### src/rtl/dpw_pkg.sv
// Shared constants, codes and types of the depth pixel to world point unit.
`timescale 1ns / 1ps
package dpw_pkg;

    // Field widths
    localparam int COORD_BITS      = 12;
    localparam int DEPTH_FRAC_BITS = 16;
    localparam int PIXEL_IDX_W     = 12;
    localparam int STEP_W          = 7;
    localparam int DEPTH_W         = 24;
    localparam int FOCAL_W         = 24;
    localparam int CTR_W           = 20;
    localparam int SUBPIX_BITS     = 8;
    localparam int POSE_W          = 32;
    localparam int POSE_IDX_W      = 4;
    localparam int POSE_WORDS      = 12;
    localparam int TRANS_BASE      = 9;
    localparam int CFG_IDX_W       = 3;
    localparam int CFG_DATA_W      = 24;
    localparam int COORD_OUT_W     = 32;
    localparam int COLOR_W         = 8;

    // Back-projection datapath
    localparam int PIX_W   = COORD_BITS + SUBPIX_BITS;
    localparam int NUM_W   = ((PIX_W > CTR_W) ? PIX_W : CTR_W) + 1;
    localparam int MAG_W   = NUM_W - 1;
    localparam int PROD_W  = MAG_W + DEPTH_W;
    localparam int DIVD_W  = PROD_W + 1;
    localparam int QUOT_W  = 30;
    localparam int SHDIV_W = FOCAL_W + QUOT_W;
    localparam int MOD_W   = COORD_BITS + STEP_W;
    localparam int CAM_W   = 32;

    // Pose datapath
    localparam int WPROD_W  = POSE_W + CAM_W;
    localparam int WSUM_W   = WPROD_W + 2;
    localparam int ROUND_SH = 14 + DEPTH_FRAC_BITS;
    localparam int WQ_W     = WSUM_W + 1 - ROUND_SH;
    localparam int WACC_W   = WQ_W + 2;

    // Register indexes
    localparam logic [CFG_IDX_W-1:0] CFG_GRID_STEP   = 3'd0;
    localparam logic [CFG_IDX_W-1:0] CFG_MIN_DEPTH   = 3'd1;
    localparam logic [CFG_IDX_W-1:0] CFG_MAX_DEPTH   = 3'd2;
    localparam logic [CFG_IDX_W-1:0] CFG_FOCAL_X     = 3'd3;
    localparam logic [CFG_IDX_W-1:0] CFG_FOCAL_Y     = 3'd4;
    localparam logic [CFG_IDX_W-1:0] CFG_CENTER_X    = 3'd5;
    localparam logic [CFG_IDX_W-1:0] CFG_CENTER_Y    = 3'd6;
    localparam logic [CFG_IDX_W-1:0] CFG_SIDE_SELECT = 3'd7;

    // Register reset values
    localparam logic [STEP_W-1:0]  RST_GRID_STEP   = 7'd4;
    localparam logic [DEPTH_W-1:0] RST_MIN_DEPTH   = 24'd13107;
    localparam logic [DEPTH_W-1:0] RST_MAX_DEPTH   = 24'd1966080;
    localparam logic [FOCAL_W-1:0] RST_FOCAL_X     = 24'd153600;
    localparam logic [FOCAL_W-1:0] RST_FOCAL_Y     = 24'd153600;
    localparam logic [CTR_W-1:0]   RST_CENTER_X    = 20'd81920;
    localparam logic [CTR_W-1:0]   RST_CENTER_Y    = 20'd61440;

    // Camera colours
    localparam logic [COLOR_W-1:0] RED_LEFT    = 8'd30;
    localparam logic [COLOR_W-1:0] GREEN_LEFT  = 8'd60;
    localparam logic [COLOR_W-1:0] BLUE_LEFT   = 8'd255;
    localparam logic [COLOR_W-1:0] RED_RIGHT   = 8'd255;
    localparam logic [COLOR_W-1:0] GREEN_RIGHT = 8'd30;
    localparam logic [COLOR_W-1:0] BLUE_RIGHT  = 8'd30;

    typedef enum logic [1:0] {
        KIND_DROP = 2'd0,
        KIND_PIX  = 2'd1,
        KIND_POSE = 2'd2
    } kind_t;

    typedef struct packed {
        kind_t                   kind;
        logic [POSE_IDX_W-1:0]   pose_idx;
        logic signed [POSE_W-1:0] pose_val;
    } tag_t;

    typedef struct packed {
        logic [STEP_W-1:0]  grid_step;
        logic [DEPTH_W-1:0] min_depth;
        logic [DEPTH_W-1:0] max_depth;
        logic [FOCAL_W-1:0] focal_x;
        logic [FOCAL_W-1:0] focal_y;
        logic [CTR_W-1:0]   center_x;
        logic [CTR_W-1:0]   center_y;
        logic               side_select;
    } cfg_t;

    typedef struct packed {
        tag_t                  tag;
        logic [COORD_BITS-1:0] col;
        logic [COORD_BITS-1:0] row;
        logic [DEPTH_W-1:0]    z;
        logic                  neg_x;
        logic                  neg_y;
        logic [DIVD_W-1:0]     divd_x;
        logic [DIVD_W-1:0]     divd_y;
    } front_t;

    typedef struct packed {
        tag_t                    tag;
        logic signed [CAM_W-1:0] cam_x;
        logic signed [CAM_W-1:0] cam_y;
        logic [DEPTH_W-1:0]      z;
    } cam_t;

endpackage

### src/rtl/dpw_if.sv
// Stream channel interfaces: depth pixel input and world point output.
`timescale 1ns / 1ps
interface dpw_pixel_if;
    logic                                 valid;
    logic                                 ready;
    logic                                 func;
    logic [dpw_pkg::PIXEL_IDX_W-1:0]      pixel_col;
    logic [dpw_pkg::PIXEL_IDX_W-1:0]      pixel_row;
    logic [dpw_pkg::DEPTH_W-1:0]          depth_value;
    logic                                 depth_finite;
    logic [dpw_pkg::POSE_IDX_W-1:0]       pose_index;
    logic signed [dpw_pkg::POSE_W-1:0]    pose_value;

    modport source (output valid, func, pixel_col, pixel_row, depth_value, depth_finite,
                    pose_index, pose_value, input ready);
    modport sink   (input valid, func, pixel_col, pixel_row, depth_value, depth_finite,
                    pose_index, pose_value, output ready);
endinterface


### src/rtl/dpw_front.sv
// Front stages: pixel filter, offset from principal point, depth product, rounding bias.
`timescale 1ns / 1ps
module dpw_front (
    input  logic                 clk,
    input  logic                 rst_n,
    input  dpw_pkg::cfg_t        cfg,
    dpw_pixel_if.sink            pixels,
    output logic                 out_valid,
    input  logic                 out_ready,
    output dpw_pkg::front_t      out_data
);

    logic                               adv;
    logic [dpw_pkg::COORD_BITS-1:0]     col_in;
    logic [dpw_pkg::COORD_BITS-1:0]     row_in;
    logic [dpw_pkg::NUM_W-1:0]          num_x;
    logic [dpw_pkg::NUM_W-1:0]          num_y;
    logic                               keep;
    dpw_pkg::tag_t                      tag_next;

    // Stage 0
    logic                               v0_reg;
    dpw_pkg::tag_t                      tag0_reg;
    logic [dpw_pkg::COORD_BITS-1:0]     col0_reg, row0_reg;
    logic [dpw_pkg::DEPTH_W-1:0]        z0_reg;
    logic                               negx0_reg, negy0_reg;
    logic [dpw_pkg::MAG_W-1:0]          magx0_reg, magy0_reg;
    // Stage 1
    logic                               v1_reg;
    dpw_pkg::tag_t                      tag1_reg;
    logic [dpw_pkg::COORD_BITS-1:0]     col1_reg, row1_reg;
    logic [dpw_pkg::DEPTH_W-1:0]        z1_reg;
    logic                               negx1_reg, negy1_reg;
    logic [dpw_pkg::PROD_W-1:0]         prodx1_reg, prody1_reg;
    // Stage 2
    logic                               v2_reg;
    dpw_pkg::front_t                    out_reg;

    // Advance all stages together unless the last one is held
    assign adv          = !v2_reg || out_ready;
    assign pixels.ready = adv;

    // Classify the item and offset the pixel from the principal point
    always_comb
    begin
        col_in = dpw_pkg::COORD_BITS'(pixels.pixel_col);
        row_in = dpw_pkg::COORD_BITS'(pixels.pixel_row);
        num_x  = (dpw_pkg::NUM_W'(col_in) << dpw_pkg::SUBPIX_BITS)
                 - dpw_pkg::NUM_W'(cfg.center_x);
        num_y  = (dpw_pkg::NUM_W'(row_in) << dpw_pkg::SUBPIX_BITS)
                 - dpw_pkg::NUM_W'(cfg.center_y);
        keep   = pixels.depth_finite
                 && (pixels.depth_value >= cfg.min_depth)
                 && (pixels.depth_value <= cfg.max_depth)
                 && (cfg.focal_x != '0) && (cfg.focal_y != '0);
        tag_next.pose_idx = pixels.pose_index;
        tag_next.pose_val = pixels.pose_value;
        if (pixels.func)
        begin
            tag_next.kind = dpw_pkg::KIND_POSE;
        end
        else if (keep)
        begin
            tag_next.kind = dpw_pkg::KIND_PIX;
        end
        else
        begin
            tag_next.kind = dpw_pkg::KIND_DROP;
        end
    end

    // Valid bits
    always_ff @(posedge clk or negedge rst_n)
    begin
        if (!rst_n)
        begin
            v0_reg <= 1'b0;
            v1_reg <= 1'b0;
            v2_reg <= 1'b0;
        end
        else if (adv)
        begin
            v0_reg <= pixels.valid;
            v1_reg <= v0_reg;
            v2_reg <= v1_reg;
        end
    end

    // Payload
    always_ff @(posedge clk)
    begin
        if (adv)
        begin
            tag0_reg  <= tag_next;
            col0_reg  <= col_in;
            row0_reg  <= row_in;
            z0_reg    <= pixels.depth_value;
            negx0_reg <= num_x[dpw_pkg::NUM_W-1];
            negy0_reg <= num_y[dpw_pkg::NUM_W-1];
            magx0_reg <= num_x[dpw_pkg::NUM_W-1] ? dpw_pkg::MAG_W'(-num_x)
                                                 : dpw_pkg::MAG_W'(num_x);
            magy0_reg <= num_y[dpw_pkg::NUM_W-1] ? dpw_pkg::MAG_W'(-num_y)
                                                 : dpw_pkg::MAG_W'(num_y);

            tag1_reg   <= tag0_reg;
            col1_reg   <= col0_reg;
            row1_reg   <= row0_reg;
            z1_reg     <= z0_reg;
            negx1_reg  <= negx0_reg;
            negy1_reg  <= negy0_reg;
            prodx1_reg <= dpw_pkg::PROD_W'(magx0_reg) * dpw_pkg::PROD_W'(z0_reg);
            prody1_reg <= dpw_pkg::PROD_W'(magy0_reg) * dpw_pkg::PROD_W'(z0_reg);

            // Add half the divisor so the quotient rounds to nearest
            out_reg.tag    <= tag1_reg;
            out_reg.col    <= col1_reg;
            out_reg.row    <= row1_reg;
            out_reg.z      <= z1_reg;
            out_reg.neg_x  <= negx1_reg;
            out_reg.neg_y  <= negy1_reg;
            out_reg.divd_x <= dpw_pkg::DIVD_W'(prodx1_reg)
                              + dpw_pkg::DIVD_W'(cfg.focal_x >> 1);
            out_reg.divd_y <= dpw_pkg::DIVD_W'(prody1_reg)
                              + dpw_pkg::DIVD_W'(cfg.focal_y >> 1);
        end
    end

    assign out_valid = v2_reg;
    assign out_data  = out_reg;

endmodule

### src/flat_wrapper.sv
// flat-port wrapper written by rule: the top's interface ports become plain ports
module dpw_front_flat 
  (clk, rst_n, cfg, out_valid, out_ready, out_data, pixels_valid, pixels_func, pixels_pixel_col, pixels_pixel_row, pixels_depth_value, pixels_depth_finite, pixels_pose_index, pixels_pose_value, pixels_ready);
  dpw_pixel_if pixels_i ();
  input  logic clk;
  input  logic rst_n;
  input  dpw_pkg::cfg_t cfg;
  output logic out_valid;
  input  logic out_ready;
  output dpw_pkg::front_t out_data;
  input wire logic [$bits(pixels_i.valid)-1:0] pixels_valid;
  input wire logic [$bits(pixels_i.func)-1:0] pixels_func;
  input wire logic [$bits(pixels_i.pixel_col)-1:0] pixels_pixel_col;
  input wire logic [$bits(pixels_i.pixel_row)-1:0] pixels_pixel_row;
  input wire logic [$bits(pixels_i.depth_value)-1:0] pixels_depth_value;
  input wire logic [$bits(pixels_i.depth_finite)-1:0] pixels_depth_finite;
  input wire logic [$bits(pixels_i.pose_index)-1:0] pixels_pose_index;
  input wire logic [$bits(pixels_i.pose_value)-1:0] pixels_pose_value;
  output wire logic [$bits(pixels_i.ready)-1:0] pixels_ready;
  assign pixels_i.valid = pixels_valid;
  assign pixels_i.func = pixels_func;
  assign pixels_i.pixel_col = pixels_pixel_col;
  assign pixels_i.pixel_row = pixels_pixel_row;
  assign pixels_i.depth_value = pixels_depth_value;
  assign pixels_i.depth_finite = pixels_depth_finite;
  assign pixels_i.pose_index = pixels_pose_index;
  assign pixels_i.pose_value = pixels_pose_value;
  assign pixels_ready = pixels_i.ready;
  dpw_front u_core (.clk(clk), .rst_n(rst_n), .cfg(cfg), .pixels(pixels_i), .out_valid(out_valid), .out_ready(out_ready), .out_data(out_data));
endmodule
### config.mk
export PLATFORM = sky130hd
export DESIGN_NAME = dpw_front_flat
export DESIGN_NICKNAME = d
export VERILOG_FILES = /design/src/rtl/dpw_pkg.sv /design/src/rtl/dpw_if.sv /design/src/rtl/dpw_front.sv /design/src/flat_wrapper.sv
export SDC_FILE = /design/constraint.sdc
export NUM_CORES = 2
export LEC_CHECK = 0
export ABC_AREA = 1
export ABC_CLOCK_PERIOD_IN_PS = 34100
export BUFFER_PORTS_ARGS = -buffer_cell sky130_fd_sc_hd__buf_2
export CAP_MARGIN = 5
export CORE_MARGIN = 2
export CORE_UTILIZATION = 50
export DETAILED_ROUTE_END_ITERATION = 16
export PLACE_DENSITY = 0.8
export SYNTH_ARGS = -nofsm -noshare
export SYNTH_HDL_FRONTEND = slang
export SYNTH_SLANG_ARGS = --single-unit
### constraint.sdc
create_clock -name clk -period 34.1 [get_ports clk]
set_input_delay 10.23 -clock clk [delete_from_list [all_inputs] [get_ports clk]]
set_output_delay 10.23 -clock clk [all_outputs]
set_load 0.01 [all_outputs]
==> metrics.md <==
| Metric | Value |
|---|---|
| Endpoint of the most critical register-to-register path | `u_core.prody1_reg[35]$_DFFE_PP_` |
| Number of levels in the clock H-tree | `2` |
| Commonest cells in the netlist | `sky130_fd_sc_hd__inv_1 (1,708), sky130_fd_sc_hd__nand2_1 (1,638), sky130_fd_sc_hd__fa_1 (786), sky130_fd_sc_hd__edfxtp_1 (482), sky130_fd_sc_hd__ha_1 (428)` |
| Fraction of synthesized cell area in xor and xnor cells | `3.032%` |
| Aggregate negative setup slack | `0 ns` |
| Cell depth of the worst flop-to-flop path | `24` |
| Sequential-to-total area share from yosys stat | `25.85%` |
| Global-route usage over all layers | `25.93%` |
| Quantity of hold-fixing buffers added after cts | `0` |
| Arrival time at the worst endpoint | `11.21 ns` |
| Worst-path maximum fanout | `59` |
| Hpwl dp | `113.5 mm` |
| Worst min-delay path class | `flip-flop to flip-flop` |
| Area delta synth->final | `9.422%` |
| Gate Count Post-Synth | `6,519` |
| Die height | `339.5 um` |
| Residual DRC count | `0` |
| Std-Cell Core Area | `112,000 sq um` |
| Worst reg2reg setup slack | `26.87 ns` |
| Top cells by area, synth | `sky130_fd_sc_hd__fa_1 (28%), sky130_fd_sc_hd__edfxtp_1 (26%), sky130_fd_sc_hd__inv_1 (11%), sky130_fd_sc_hd__nand2_1 (11%), sky130_fd_sc_hd__ha_1 (9.5%)` |
| Number of buffers inserted to repair setup after CTS | `0` |
| Maximum clock frequency | `0.04664 GHz` |
| Combinational family with the most area after synthesis | `adder cells` |
| Min Clock Period, post-route | `21.44 ns` |
| DR WL/cell | `17.54 um` |
| Input/output buffers | `405` |
| Largest area contributor in the netlist | `sky130_fd_sc_hd__fa_1` |
| Number of core rows | `123` |
| Number of nets produced by synthesis | `7,967` |
| GRT Residual Overflow | `0` |
| Number of detailed-route iterations in the first pass | `9` |
| Slew Limit Headroom | `13.29%` |
| Synthesis Warnings | `0` |
| Length of routed wiring on met1 | `58.92 mm` |
| Number of max-capacitance violations reported | `0` |
| Initial antenna violation count | `1` |
| Post-synth top area share | `27.96%` |
| Total Die Area | `115,300 sq um` |
| Placer's final routability congestion estimate | `0.9484` |
| Post-Synth Adder-Cell Area | `37.47%` |
| Portion of netlist area occupied by mux cells | `0.02001%` |
| Average instance area after synthesis | `8.633 sq um` |
| Clock buffer count from CTS | `53` |
| Beginning of the critical path | `out_ready` |
| Clk Latency, worst-skew pair | `0.68 ns` |
| Top layer used by detailed routing | `met5` |
| Post-route ant nets | `0` |
| Post-synthesis async set-or-reset flop share | `0.6186%` |
| Met3 wirelength from detailed routing | `14.35 mm` |
| CP Launch Type | `input pin` |
| Top-level I/O count | `414` |
| Final number of setup-violating endpoints | `0` |
| Final cell count without fillers | `8,378` |
| Ant diodes | `0` |
| Simple-gate share of the synthesized area | `16.59%` |
| Worst Setup Path Type | `input pin to output port` |
| Last element of the critical path | `pixels_ready` |
| Root buf cell | `sky130_fd_sc_hd__clkbuf_16` |
| Final WS setup | `12.66 ns` |
| Global-route wire length before repair | `237.6 mm` |
| Unrepaired setup endpoints after global routing | `no` |
| Clock-pin slew on the worst setup and hold paths | `0.06 ns` |
| Clk sink count | `485` |
| Count of placed standard cells including taps | `8,279` |
| Total length of routed wires | `146.9 mm` |
| Post-DP Area | `59,780 sq um` |
| Clock Path Buffers | `3` |
| Synth Register Bits | `485` |
| Floorplan die width | `339.5 um` |
| Flip-flop count of the largest register after layout | `178` |
| First DRT Iteration DRCs | `3,721` |
| Final Hold Vio Count | `0` |
| Total via count in the routed design | `43,970` |
| Leading cell type by number of instances after synthesis | `sky130_fd_sc_hd__inv_1` |
| Post-route clock skew | `0.05841 ns` |
| Worst r2r src | `u_core.z0_reg[14]$_DFFE_PP_` |
| Number of enable-type register cells in the synthesized netlist | `482` |
| CTS tree | `built` |
| Vias in the first global route | `45,940` |
| Compound-gate portion of the synthesized area | `4.406%` |
| Post-layout instance area | `61,580 sq um` |
| Number of nets in the layout | `8,282` |
| Distinct cell type count after synthesis | `51` |
| Req. time, crit path | `23.87 ns` |
| Kind of end point of the critical path | `output port` |
| Slew at the pin closest to its max-slew limit | `1.301 ns` |
| Synthesized area | `56,280 sq um` |
| Vias/cell | `5.249` |
| Share of post-route cells with drive strength above 1 | `8.680%` |
| Status | `complete, no violations` |
| Pin count of the biggest net entering global routing | `145` |
| Final max-slew violation count | `0` |
| Post-CTS Resized | `0` |
| Final critical-path share of the clock period | `62.87%` |
| Dominant register cell in the synthesized netlist | `sky130_fd_sc_hd__edfxtp_1` |
| Post-placement setup slack | `12.66 ns` |
| Initial Utilization | `50.23%` |
| Met2 Wirelength | `67.56 mm` |
-- worst max-delay path, cell delays in order --
cell	delay [ns]
sky130_fd_sc_hd__buf_2	0.07
sky130_fd_sc_hd__inv_1	0.05
sky130_fd_sc_hd__nand2_4	0.56
sky130_fd_sc_hd__buf_2	0.26
-- logic make-up (layout without fill, tap and decap cells) --
group | after synthesis | in the layout
and+or+nand+nor | 2295 | 2295
muxes | 1 | 1
DFF | 485 | 485
buffers and inverters | 1890 | 2249
AOI/OAI and AO/OA | 440 | 440
adders and majority gates | 1214 | 1214
xor gates and xnor gates | 194 | 194
-- final cells by class --
cell class                 count  area [sq um]
multi-input combinational   4144         34630
timing repair buffer         439          2295
clock buffer                  56          1338
inverter                    1711          6422
tap                         1500          1877
sequential                   485         14550
clock inverter                43         467.9
fill                        9923         50450
-- worst min-delay path by stage --
| stage | start | endpoint | cells after the start |
|---|---|---|---|
| 2_1_floorplan | u_core.col0_reg[0]$_DFFE_PP_ | u_core.col1_reg[0]$_DFFE_PP_ | 0 |
| 3_3_place_gp | u_core.tag0_reg[16]$_DFFE_PP_ | u_core.tag1_reg[16]$_DFFE_PP_ | 0 |
| 3_5_place_dp | u_core.col0_reg[10]$_DFFE_PP_ | u_core.col1_reg[10]$_DFFE_PP_ | 0 |
| 4_1_cts | u_core.row1_reg[6]$_DFFE_PP_ | u_core.out_data[122]$_DFFE_PP_ | 0 |
| 5_1_grt | u_core.row1_reg[6]$_DFFE_PP_ | u_core.out_data[122]$_DFFE_PP_ | 0 |
| 6_report | u_core.row1_reg[6]$_DFFE_PP_ | u_core.out_data[122]$_DFFE_PP_ | 0 |
-- routing by layer --
metal,vias to the layer above,GRT usage [%]
met4,2,10.12
met5,-,0
met2,2156,42.38
li1,20240,-
met3,408,5.388
met1,21170,33.95
-- layout by cell type, fill, tap and decap left out, drive strengths merged, types with 64 or more instances in the layout --
cell       n
inv     1722
nand2   1655
fa       786
edfxtp   482
buf      439
ha       428
nor2     333
a21oi    223
nand3    159
xor2     130
o21ai    116
xnor2     64
-- metrics by stage --
step	util [%]	hold slack, ns
after CTS	54.97	0.3862
after global placement	53.35	0.4002
after floorplan	-	0.4003
final	54.97	0.3943
after global routing	54.97	0.3915
after detailed placement	53.35	0.4045
Power is left out: the tool's default activity adds up to more than one toggle a clock period on the data nets, which glitch-free logic cannot reach.
